--- config.mk ---
export PLATFORM = sky130hd
export DESIGN_NAME = sweep_active_set_pair_emitter
export DESIGN_NICKNAME = d
export VERILOG_FILES = /design/src/hw/rtl/sasp_pkg.sv /design/src/hw/rtl/sasp_ram.sv /design/src/hw/rtl/sasp_ctrl.sv /design/src/hw/rtl/sasp_datapath.sv /design/src/hw/rtl/sweep_active_set_pair_emitter.sv
export SDC_FILE = /design/constraint.sdc
export NUM_CORES = 1
export LEC_CHECK = 0
export CELL_PAD_IN_SITES_DETAIL_PLACEMENT = 1
export CELL_PAD_IN_SITES_GLOBAL_PLACEMENT = 1
export CORE_ASPECT_RATIO = 0.5
export CORE_MARGIN = 2
export CORE_UTILIZATION = 48
export CTS_CLUSTER_SIZE = 20
export DETAILED_ROUTE_END_ITERATION = 10
export DONT_BUFFER_PORTS = 1
export PLACE_DENSITY = 0.78
export SYNTH_ARGS = -nofsm -noshare
export SYNTH_HDL_FRONTEND = slang
export SYNTH_SLANG_ARGS = --single-unit
--- constraint.sdc ---
create_clock -name aclk -period 3.65 [get_ports aclk]
set_input_delay 0.73 -clock aclk [delete_from_list [all_inputs] [get_ports aclk]]
set_output_delay 0.73 -clock aclk [all_outputs]
set_load 0.005 [all_outputs]
--- src/hw/rtl/sasp_pkg.sv ---
// shared types for the sweep active-set pair emitter
`timescale 1ns / 1ps

package sasp_pkg;

    // commands from the controller to the datapath
    typedef struct packed {
        logic load;       // input transfer taken, latch the edge
        logic advance;    // scan moves on to the next slot
        logic capture;    // current slot pair goes into the pending register
        logic push_mid;   // pending pair moves to the output, not the last one
        logic push_last;  // pending pair moves to the output as the last one
        logic finish;     // update the active set, edge done
    } ctrl_cmd_t;

    // status from the datapath to the controller
    typedef struct packed {
        logic hit;        // current slot is occupied and the edge is a min edge
        logic pend_vld;   // a pair waits in the pending register
        logic out_free;   // output register can take a pair this cycle
        logic last_slot;  // scan stands on the highest slot
    } ctrl_status_t;

endpackage

--- src/hw/rtl/sasp_ram.sv ---
// generic single-port-write, single-port-read ram with registered read
`timescale 1ns / 1ps

module sasp_ram #(
    parameter int WIDTH = 16,
    parameter int DEPTH = 32
) (
    input  logic                     clk,
    input  logic                     wr_en,
    input  logic [$clog2(DEPTH)-1:0] wr_addr,
    input  logic [WIDTH-1:0]         wr_data,
    input  logic [$clog2(DEPTH)-1:0] rd_addr,
    output logic [WIDTH-1:0]         rd_data
);

    logic [WIDTH-1:0] mem [DEPTH];

    // write port and registered read port
    always_ff @(posedge clk) begin
        if (wr_en) begin
            mem[wr_addr] <= wr_data;
        end
        rd_data <= mem[rd_addr];
    end

endmodule

--- src/hw/rtl/sasp_ctrl.sv ---
// controller state machine for the sweep active-set pair emitter
`timescale 1ns / 1ps

module sasp_ctrl (
    input  logic                  aclk,
    input  logic                  aresetn,
    input  logic                  s_tvalid,
    output logic                  s_tready,
    input  sasp_pkg::ctrl_status_t status,
    output sasp_pkg::ctrl_cmd_t   cmd
);

    import sasp_pkg::*;

    localparam logic [1:0] ST_IDLE = 2'd0;
    localparam logic [1:0] ST_SCAN = 2'd1;
    localparam logic [1:0] ST_FIN  = 2'd2;

    logic [1:0] state_reg;
    logic [1:0] state_next;
    logic       stall;

    // the scan stops when a second pair meets a full output register
    assign stall = status.hit && status.pend_vld && !status.out_free;

    // next state and commands
    always_comb begin
        state_next = state_reg;
        cmd        = '0;
        s_tready   = 1'b0;
        case (state_reg)
            ST_IDLE: begin
                s_tready = 1'b1;
                if (s_tvalid) begin
                    cmd.load   = 1'b1;
                    state_next = ST_SCAN;
                end
            end
            ST_SCAN: begin
                if (!stall) begin
                    cmd.advance  = 1'b1;
                    cmd.capture  = status.hit;
                    cmd.push_mid = status.hit && status.pend_vld;
                    if (status.last_slot) begin
                        state_next = ST_FIN;
                    end
                end
            end
            ST_FIN: begin
                if (!status.pend_vld || status.out_free) begin
                    cmd.finish    = 1'b1;
                    cmd.push_last = status.pend_vld;
                    state_next    = ST_IDLE;
                end
            end
            default: begin
                state_next = ST_IDLE;
            end
        endcase
    end

    // state register
    always_ff @(posedge aclk) begin
        if (!aresetn) begin
            state_reg <= ST_IDLE;
        end else begin
            state_reg <= state_next;
        end
    end

endmodule

--- src/hw/rtl/sasp_datapath.sv ---
// datapath: active slots, slot scan, pending pair and output register
`timescale 1ns / 1ps

module sasp_datapath #(
    parameter int MAX_ACTIVE = 32,
    parameter int ID_WIDTH   = 16
) (
    input  logic                   aclk,
    input  logic                   aresetn,
    input  sasp_pkg::ctrl_cmd_t    cmd,
    output sasp_pkg::ctrl_status_t status,
    input  logic                   in_start,
    input  logic [ID_WIDTH-1:0]    in_id,
    input  logic                   in_min,
    input  logic                   m_tready,
    output logic                   m_tvalid,
    output logic [ID_WIDTH-1:0]    out_entering,
    output logic [ID_WIDTH-1:0]    out_overlapping,
    output logic                   m_tlast,
    output logic                   m_tuser
);

    import sasp_pkg::*;

    localparam int IDX_W = $clog2(MAX_ACTIVE);
    localparam logic [IDX_W-1:0] LAST_IDX = IDX_W'(MAX_ACTIVE - 1);

    logic [IDX_W-1:0]      cur_reg;
    logic [IDX_W-1:0]      cur_next;
    logic [ID_WIDTH-1:0]   id_reg;
    logic                  min_reg;
    logic [MAX_ACTIVE-1:0] valid_reg;
    logic [MAX_ACTIVE-1:0] valid_next;
    logic                  found_reg;
    logic [IDX_W-1:0]      match_reg;
    logic                  free_found_reg;
    logic [IDX_W-1:0]      free_reg;
    logic                  pend_vld_reg;
    logic [ID_WIDTH-1:0]   pend_id_reg;
    logic                  out_vld_reg;
    logic [ID_WIDTH-1:0]   out_ent_reg;
    logic [ID_WIDTH-1:0]   out_ovl_reg;
    logic                  out_last_reg;
    logic                  out_ov_reg;
    logic [ID_WIDTH-1:0]   slot_rd;
    logic                  slot_valid;
    logic                  id_match;
    logic                  do_insert;
    logic                  dropped;

    // slot under scan
    assign slot_valid = valid_reg[cur_reg];
    assign id_match   = slot_valid && (slot_rd == id_reg);
    assign do_insert  = min_reg && !found_reg && free_found_reg;
    assign dropped    = min_reg && !found_reg && !free_found_reg;

    assign status.hit       = min_reg && slot_valid;
    assign status.pend_vld  = pend_vld_reg;
    assign status.out_free  = !out_vld_reg || m_tready;
    assign status.last_slot = (cur_reg == LAST_IDX);

    // scan index; its next value is the ram read address, so the read data belongs to the registered index
    always_comb begin
        cur_next = cur_reg;
        if (cmd.advance) begin
            cur_next = (cur_reg == LAST_IDX) ? '0 : cur_reg + 1'b1;
        end
    end

    // slot ids
    sasp_ram #(
        .WIDTH (ID_WIDTH),
        .DEPTH (MAX_ACTIVE)
    ) u_slot_ram (
        .clk     (aclk),
        .wr_en   (cmd.finish && do_insert),
        .wr_addr (free_reg),
        .wr_data (id_reg),
        .rd_addr (cur_next),
        .rd_data (slot_rd)
    );

    // occupancy update: clear on sweep start, insert or remove at the end
    always_comb begin
        valid_next = valid_reg;
        if (cmd.load && in_start) begin
            valid_next = '0;
        end
        if (cmd.finish) begin
            if (do_insert) begin
                valid_next[free_reg] = 1'b1;
            end
            if (!min_reg && found_reg) begin
                valid_next[match_reg] = 1'b0;
            end
        end
    end

    // control registers
    always_ff @(posedge aclk) begin
        if (!aresetn) begin
            cur_reg        <= '0;
            valid_reg      <= '0;
            found_reg      <= 1'b0;
            free_found_reg <= 1'b0;
            pend_vld_reg   <= 1'b0;
            out_vld_reg    <= 1'b0;
        end else begin
            cur_reg   <= cur_next;
            valid_reg <= valid_next;
            if (cmd.load) begin
                found_reg      <= 1'b0;
                free_found_reg <= 1'b0;
                pend_vld_reg   <= 1'b0;
            end else if (cmd.advance) begin
                if (id_match && !found_reg) begin
                    found_reg <= 1'b1;
                end
                if (!slot_valid && !free_found_reg) begin
                    free_found_reg <= 1'b1;
                end
                if (cmd.capture) begin
                    pend_vld_reg <= 1'b1;
                end
            end else if (cmd.push_last) begin
                pend_vld_reg <= 1'b0;
            end
            if (cmd.push_mid || cmd.push_last) begin
                out_vld_reg <= 1'b1;
            end else if (m_tready) begin
                out_vld_reg <= 1'b0;
            end
        end
    end

    // payload registers
    always_ff @(posedge aclk) begin
        if (cmd.load) begin
            id_reg  <= in_id;
            min_reg <= in_min;
        end
        if (cmd.advance && id_match && !found_reg) begin
            match_reg <= cur_reg;
        end
        if (cmd.advance && !slot_valid && !free_found_reg) begin
            free_reg <= cur_reg;
        end
        if (cmd.capture) begin
            pend_id_reg <= slot_rd;
        end
        if (cmd.push_mid || cmd.push_last) begin
            out_ent_reg  <= id_reg;
            out_ovl_reg  <= pend_id_reg;
            out_last_reg <= cmd.push_last;
            out_ov_reg   <= cmd.push_last && dropped;
        end
    end

    assign m_tvalid        = out_vld_reg;
    assign out_entering    = out_ent_reg;
    assign out_overlapping = out_ovl_reg;
    assign m_tlast         = out_last_reg;
    assign m_tuser         = out_ov_reg;

endmodule

--- src/hw/rtl/sweep_active_set_pair_emitter.sv ---
// top level of the sweep-and-prune active-set pair emitter
//
// Input stream: one interval edge per transfer, sorted along the sweep axis.
//   s_tdata holds the object id, s_tuser bit 0 starts a new sweep (the
//   active set is emptied first) and bit 1 marks a min edge.
// Output stream: one pair per transfer, entering id and active id in
//   m_tdata; m_tlast marks the final pair of a min edge and m_tuser flags
//   that the set was full and the entering id was dropped.
// A min edge gives one pair for each occupied slot in ascending slot order,
//   then takes the lowest free slot unless its id is already active.
//   A max edge removes its id and gives no pair.
// Each edge is handled in order: take the transfer, scan each slot of
//   the slot ram in turn (one read a cycle, held while the scan stalls),
//   then update the set. s_tready is high only between edges. A pair
//   waits in a pending register until the scan meets the next occupied
//   slot or ends, then goes to the output register once it has room.
// A stalled receiver holds the scan when the output and pending registers
//   both hold a pair and another occupied slot comes up; nothing is lost.
//   Reset empties the active set and clears the output register.
`timescale 1ns / 1ps

module sweep_active_set_pair_emitter #(
    parameter int MAX_ACTIVE = 32,
    parameter int ID_WIDTH   = 16
) (
    input  logic                                 aclk,
    input  logic                                 aresetn,
    input  logic                                 s_tvalid,
    output logic                                 s_tready,
    input  logic [((ID_WIDTH + 7) / 8) * 8-1:0]   s_tdata,   // object_id
    input  logic [1:0]                           s_tuser,   // start_sweep, is_min_edge
    output logic                                 m_tvalid,
    input  logic                                 m_tready,
    output logic [((2 * ID_WIDTH + 7) / 8) * 8-1:0] m_tdata, // entering_id, overlapping_id
    output logic                                 m_tlast,   // last_pair
    output logic                                 m_tuser    // overflow
);

    import sasp_pkg::*;

    localparam int OUT_DATA_W = ((2 * ID_WIDTH + 7) / 8) * 8;

    ctrl_cmd_t           cmd;
    ctrl_status_t        status;
    logic [ID_WIDTH-1:0] out_entering;
    logic [ID_WIDTH-1:0] out_overlapping;

    // controller
    sasp_ctrl u_ctrl (
        .aclk     (aclk),
        .aresetn  (aresetn),
        .s_tvalid (s_tvalid),
        .s_tready (s_tready),
        .status   (status),
        .cmd      (cmd)
    );

    // datapath
    sasp_datapath #(
        .MAX_ACTIVE (MAX_ACTIVE),
        .ID_WIDTH   (ID_WIDTH)
    ) u_datapath (
        .aclk            (aclk),
        .aresetn         (aresetn),
        .cmd             (cmd),
        .status          (status),
        .in_start        (s_tuser[0]),
        .in_id           (s_tdata[ID_WIDTH-1:0]),
        .in_min          (s_tuser[1]),
        .m_tready        (m_tready),
        .m_tvalid        (m_tvalid),
        .out_entering    (out_entering),
        .out_overlapping (out_overlapping),
        .m_tlast         (m_tlast),
        .m_tuser         (m_tuser)
    );

    // pack the pair, zero filled to whole bytes
    assign m_tdata = OUT_DATA_W'({out_overlapping, out_entering});

endmodule

======== Word level (Yosys, flattened, before mapping) ========
Memory sizes are Yosys's and may differ from the RTL's. A register that Yosys moved wholly into a read port is not among the register bits.
Cells that the tools add are included.
cells by class
  mux-type cells .......................... 32
  bitwise gates (word level) .............. 4
  eq/ne operators ......................... 9
  $lt $le $gt $ge ......................... 5
  add/sub/neg operators ................... 1
  reduce and logical (&&, ||, !) cells .... 37
operator list
  cell                   number
  $mux W32               5
  $and A32 B32 Y32       1
  $not A32 Y32           1
  $or A32 B32 Y32        1
  $logic_and A1 B1 Y1    19
  $lt A5 B6 Y1 const B   3
  $eq A16 B16 Y1         1
  $mux W1                13
  $mux W2                6
  $demux W1 S5           2
  $ge A5 B1 Y1 const B   2
  $mux W5                2
  $ne A2 B2 Y1 const B   4
  $logic_not A1 Y1       7
  $mux W3                2
  $pmux W2 S3            1
  $reduce_and A2 Y1      3
  $add A5 B1 Y5 const B  1
  $bmux W1 S5            1
  $eq A5 B5 Y1 const B   1
  $reduce_and A4 Y1      1
  $reduce_bool A2 Y1     2
  $logic_or A1 B1 Y1     3
  $eq A2 B1 Y1 const B   1
  5 further kinds        5
storage, ports and cells
  bits in writable memories ............... 512
  output and inout bits ................... 36
  input port bits ......................... 22
  logic and storage cells ................. 105
  memories kept ........................... 1
  register bits ........................... 120
memories
  memory                     words  bits a word  read ports  clocked after memory_dff  wr ports  RTL line        RTL
  u_datapath.u_slot_ram.mem  32     16           1           1                         1         sasp_ram.sv:16  logic [WIDTH-1:0] mem [DEPTH];

======== Longest topological paths before layout ========
  word-level depth ........................ 10
  mapped depth ............................ 15
  mapped depth without buffers ............ 11

======== Hierarchy ========
From an unflattened synthesis, not the netlist that was laid out.
second synthesis, totals
  cells, all modules ...................... 1551
  area total of the unflattened synthesis .. 25451.9 um2
modules (own cells, without submodules)
  module         instances  cells each  sequential area each (um2)  area an instance (um2)
  sasp_ram       1          1143        15695.1                     20535.9
  sasp_datapath  1          387         3133.0                      4753.3
  sasp_ctrl      1          21          40.0                        162.7

======== Worst setup path before layout ========
Ideal clock, no wire load.
  path kind ............................... register to register
  start ................................... reg u_datapath.cur_reg[1]
  end ..................................... reg u_datapath.out_last_reg (netlist: u_datapath.m_tlast), enable pin
  arrival time ............................ 3112 ps
  data required time ...................... 3212 ps
  stages on the path, launching flop included .. 9
  setup time .............................. 438 ps
  setup slack ............................. 100 ps
  buffers on the path ..................... 2
  clock period less this slack ............ 3550 ps
  path through ............................ dfxtp_1 -> buf_6 -> buf_6 -> mux2i_1 -> a22oi_1 -> a31oi_4 -> nand2_1 -> nand3_1 -> a21oi_1
between the ends
  word-level cells in the longest chain between the ends .. 8
RTL lines
  item                             RTL line                          RTL
  start: declaration               sasp_datapath.sv:28               logic [IDX_W-1:0] cur_reg;
  start signal: assignment         sasp_datapath.sv:109              cur_reg <= cur_next;
  $bmux W1 S5 *                    sasp_datapath.sv:52               assign slot_valid = valid_reg[cur_reg];
  $mux W1 (not written as such) *  sasp_datapath.sv:52
  $logic_and A1 B1 Y1 *            sasp_datapath.sv:57               assign status.hit = min_reg && slot_valid;
  $logic_and A1 B1 Y1 *            sasp_ctrl.sv:24, sasp_ctrl.sv:43
  $logic_and A1 B1 Y1              sasp_ctrl.sv:24                   assign stall = status.hit && status.pend_vld && !status.out_free;
  $mux W3 *                        sasp_ctrl.sv:40                   if (!stall) begin
  $mux W3 *                        sasp_ctrl.sv:31                   case (state_reg)
  $logic_or A1 B1 Y1 *             sasp_datapath.sv:151              if (cmd.push_mid || cmd.push_last) begin
  end signal: assignment           sasp_datapath.sv:154              out_last_reg <= cmd.push_last;
  end: declaration                 sasp_datapath.sv:43               logic out_last_reg;
Mark *: on every way between the ends. The rest lies on a longest branch, timed or not. The select of a mux whose other input is x is not followed.
A chain may end at the register's enable or synchronous reset.

======== Final worst setup path ========
  start ................................... reg u_datapath.cur_reg[0]
  end ..................................... reg u_datapath.u_slot_ram.rd_data[15] (read register of u_datapath.u_slot_ram.mem)
between the ends
  word-level cells in the longest chain between the ends .. 8
  elaborated cells on any way between the ends .. 11
  those cells by class .................... add/sub (1); eq/ne (1); mux (6); reduce/logical (3)
RTL lines
  item                               RTL line             RTL
  $bmux W1 S5                        sasp_datapath.sv:52
  $mux W1 (not written as such)      sasp_datapath.sv:52
  $logic_and A1 B1 Y1                sasp_datapath.sv:57
  $logic_and A1 B1 Y1 (2 in series)  sasp_ctrl.sv:24
  $mux W3                            sasp_ctrl.sv:40
  $mux W3                            sasp_ctrl.sv:31
  $mux W5 *                          sasp_datapath.sv:65  if (cmd.advance) begin
  end: declaration                   sasp_ram.sv:13       output logic [WIDTH-1:0] rd_data
Marks and branches as above.

==> flow_summary.yaml <==
grt:
  use_met3: 0.0608
  grt_util_met1: 0.417
  grt_overflow: 0
  grtUsageMet2: 0.471
  grt_pass1_wl_microns: 119000
  grt.total_usage: 0.298
  grt-busiest-layer: "met2"
  grt_pass1_vias: 17256
  grt_max_degree: 52
  grt_antenna_before_repair: 0
yosys:
  synth_common_cells: "edfxtp_1 (589), nand2_1 (305), a211oi_1 (87)"
  synth_top_family_by_area: "simple AND/OR/NAND/NOR gates"
  postSynthAreaPerCell_sq_um: 14.4
  seq_area_frac_synth: 0.745
  synth_cell_types: 60
  synthCells: 1765
  syn-cell-area_sq_um: 25300
  synth_fa_ha_area_frac: 0.000988
  synth_edf_count: 589
  yosys_warnings: 0
  dominantRegCellSynth: "edfxtp_1"
  synth_nets: 1789
  async_flop_share: 0
  muxShareOfSynthArea: 0.0315
  synth-simple-area-share: 0.113
  synth-xor-area-share: 0.00553
  synth_seq_cells: 648
  yosys.area.top_type: "edfxtp_1"
  synth_area_leaders: "edfxtp_1 (70%), dfxtp_1 (4.7%), nand2_1 (4.5%)"
  synth_top_area_share: 0.698
  synth_compound_area_frac: 0.0825
  synthMostInstantiatedCell: "edfxtp_1"
die:
  die_h_microns: 166
  die-area_sq_um: 54800
  rows: 59
  core_area_sq_um: 52000
  start_util: 0.487
  pin_count: 58
  fp.dieW_microns: 329
timing:
  fmaxAchievable_mhz: 286
  finalSetupViolations: 0
  fin_skew_ns: 0.0343
  tightest_slew_ns: 1.14
  setup_ws_ns: 0.158
  post-route-period-util: 0.957
  relSlewSlack: 0.239
  slew_violations: 0
  finalHoldViolCount: 0
  fin_crit_ns: 3.49
routing:
  drt-initial-drc-count: 2303
  drt_first_pass_iters: 5
  wl_microns: 82900
  drc_errors: 0
  vias: 16896
  ant_nets: 0
  via_per_inst: 6.49
  wl_per_cell_microns: 31.8
power:
  power_frac_clock: 0.390
  p_sw_mw: 3.60
  swShare: 0.236
  p_seq_frac: 0.542
  intPower_mw: 11.7
  pwr-share-comb: 0.068
  p_total_mw: 15.3
  cellPowerDensity_nw_per_um2: 527
  leakagePower_nw: 9.43
  peakVddDrop_v: 0.000358
place:
  place.detailed.hpwl_microns: 50700
  dp_cells: 2493
  place_congestion: 0.877
  io_buffers: 0
  place_ws_ns: -0.151
clock_tree:
  clk_pin_slew_ns: 0.07
  htree_levels: 2
  clockBufferDepth: 3
  cts_made_buffers: 55
  clockRootBuffer: "clkbuf_16"
  clk_latency_ns: 0.62
  cts.sinks: 648
  cts_tree: "built"
worst_setup_path:
  r2r_cells: 13
  worstPathMaxFanout: 21
  worstSetupStartpointType: "flip-flop"
  required_ns: 4.14
  arrival_ns: 3.98
  critPathKind: "flip-flop to flip-flop"
  crit_path_end_kind: "flip-flop"
flow_run:
  maxCapViolCount: 0
layout:
  largest_reg_flops: 512
  final_cells: 2603
  area_growth_pct: 14.4
  fin_nets: 1880
  drive_gt1_frac: 0.154
  final_core_util: 0.557
hold_path:
  min_path_cells: 0
  hold_class: "input port to flip-flop"
status:
  status: "finished clean"
## per-stage QoR
stage / cell area [sq um] / TNS, ns / hold WS, ns
5_1_grt: 29000 / -0.0107 / 0.195
3_3_place_gp: 27000 / 0 / 0.403
4_1_cts: 28800 / 0 / 0.201
6_report: 29000 / 0 / 0.222
3_5_place_dp: 27000 / -0.473 / 0.405
2_1_floorplan: 25300 / 0 / 0.400
## critical path: stages, from the launching register on
cell       delay, ns
dfxtp_1         0.45
buf_4           0.21
ha_1            0.19
and3_1          0.17
ha_1            0.27
nor3_1          0.10
a22o_1          0.25
nor3b_4         0.29
and3_1          0.34
buf_6           0.27
buf_4           0.26
a32oi_1         0.15
o2111ai_2       0.33
nor4_1          0.09
## layout make-up
| cell class | count | area, sq um |
|---|---|---|
| diodes | 1 | 2.50 |
| well taps | 701 | 877 |
| clock inverters | 27 | 253 |
| fillers | 4897 | 23000 |
| repair buffers | 144 | 1320 |
| clock buffers | 75 | 1520 |
| inverters | 4 | 15.0 |
| multi-input cells | 1003 | 6140 |
| flip-flops and latches | 648 | 18900 |
## worst paths after layout
check	start	end	slack (ns)
max reg2reg	u_datapath.cur_reg[0]	u_datapath.u_slot_ram.rd_data[15]	0.16
min reg2reg	u_datapath.pend_id_reg[9]	u_datapath.out_overlapping[9]	0.42
max	u_datapath.cur_reg[0]	u_datapath.u_slot_ram.rd_data[15]	0.16
min	s_tuser[1]	u_datapath.min_reg	0.22
## cell usage in the layout (no fill, tap or decap), types with 10 or more instances in the layout
master | Yosys | layout
nor2_1 | 79 | 68
clkinv_2 | 0 | 11
a211oi_1 | 87 | 84
buf_12 | 0 | 17
nor2_2 | 2 | 12
o21ai_0 | 47 | 41
a21oi_1 | 49 | 45
nand3_1 | 47 | 47
xor2_1 | 16 | 16
mux2i_1 | 77 | 75
buf_4 | 6 | 121
nand4_1 | 35 | 35
dfxtp_1 | 59 | 58
clkbuf_1 | 55 | 14
clkbuf_16 | 0 | 56
a32oi_1 | 43 | 41
and3_1 | 63 | 62
nor4_2 | 9 | 10
edfxtp_1 | 589 | 589
a31oi_1 | 34 | 34
nand2_1 | 305 | 304
and2_1 | 11 | 10
## cells by family (layout without fill, tap and decap cells)
| kind of cell | count (synthesis) | in the layout |
|---|---|---|
| flip-flops | 648 | 648 |
| AND/OR/NAND/NOR | 605 | 606 |
| AO/OA/AOI/OAI | 300 | 300 |
| buffers and inverters | 115 | 250 |
| multiplexers | 79 | 79 |
| XOR/XNOR | 16 | 16 |
| adder cells (fa/ha/maj) | 2 | 2 |
| other | 0 | 1 |
## routing by layer
layer  share of wire  wire length (microns)
met2            0.46                  38400
met1            0.40                  33100
met3            0.11                   8880
met5               0                      0
met4           0.030                   2510
## power by group through the flow
stage	combinational, mW	sequential, mW	clock [mW]
after detailed placement	0.970	8.44	0
after floorplan	0.514	8.39	0
final	1.04	8.28	5.97
after CTS	0.996	8.27	5.99
after global routing	1.09	8.27	6.25
after global placement	0.925	8.44	0
## what timing repair did
| action | 4_1_cts | 5_1_grt |
|---|---|---|
| pin swaps | 1 | 6 |
| gates resized for setup | 5 | 32 |
| gates cloned | 0 | 1 |
| hold endpoints to repair | 0 | 0 |
| hold buffers | 0 | 0 |
| setup endpoints to repair | 5 | 16 |
| buffers inserted | 0 | 6 |
No activity file was read; power rests on OpenSTA's default activity.
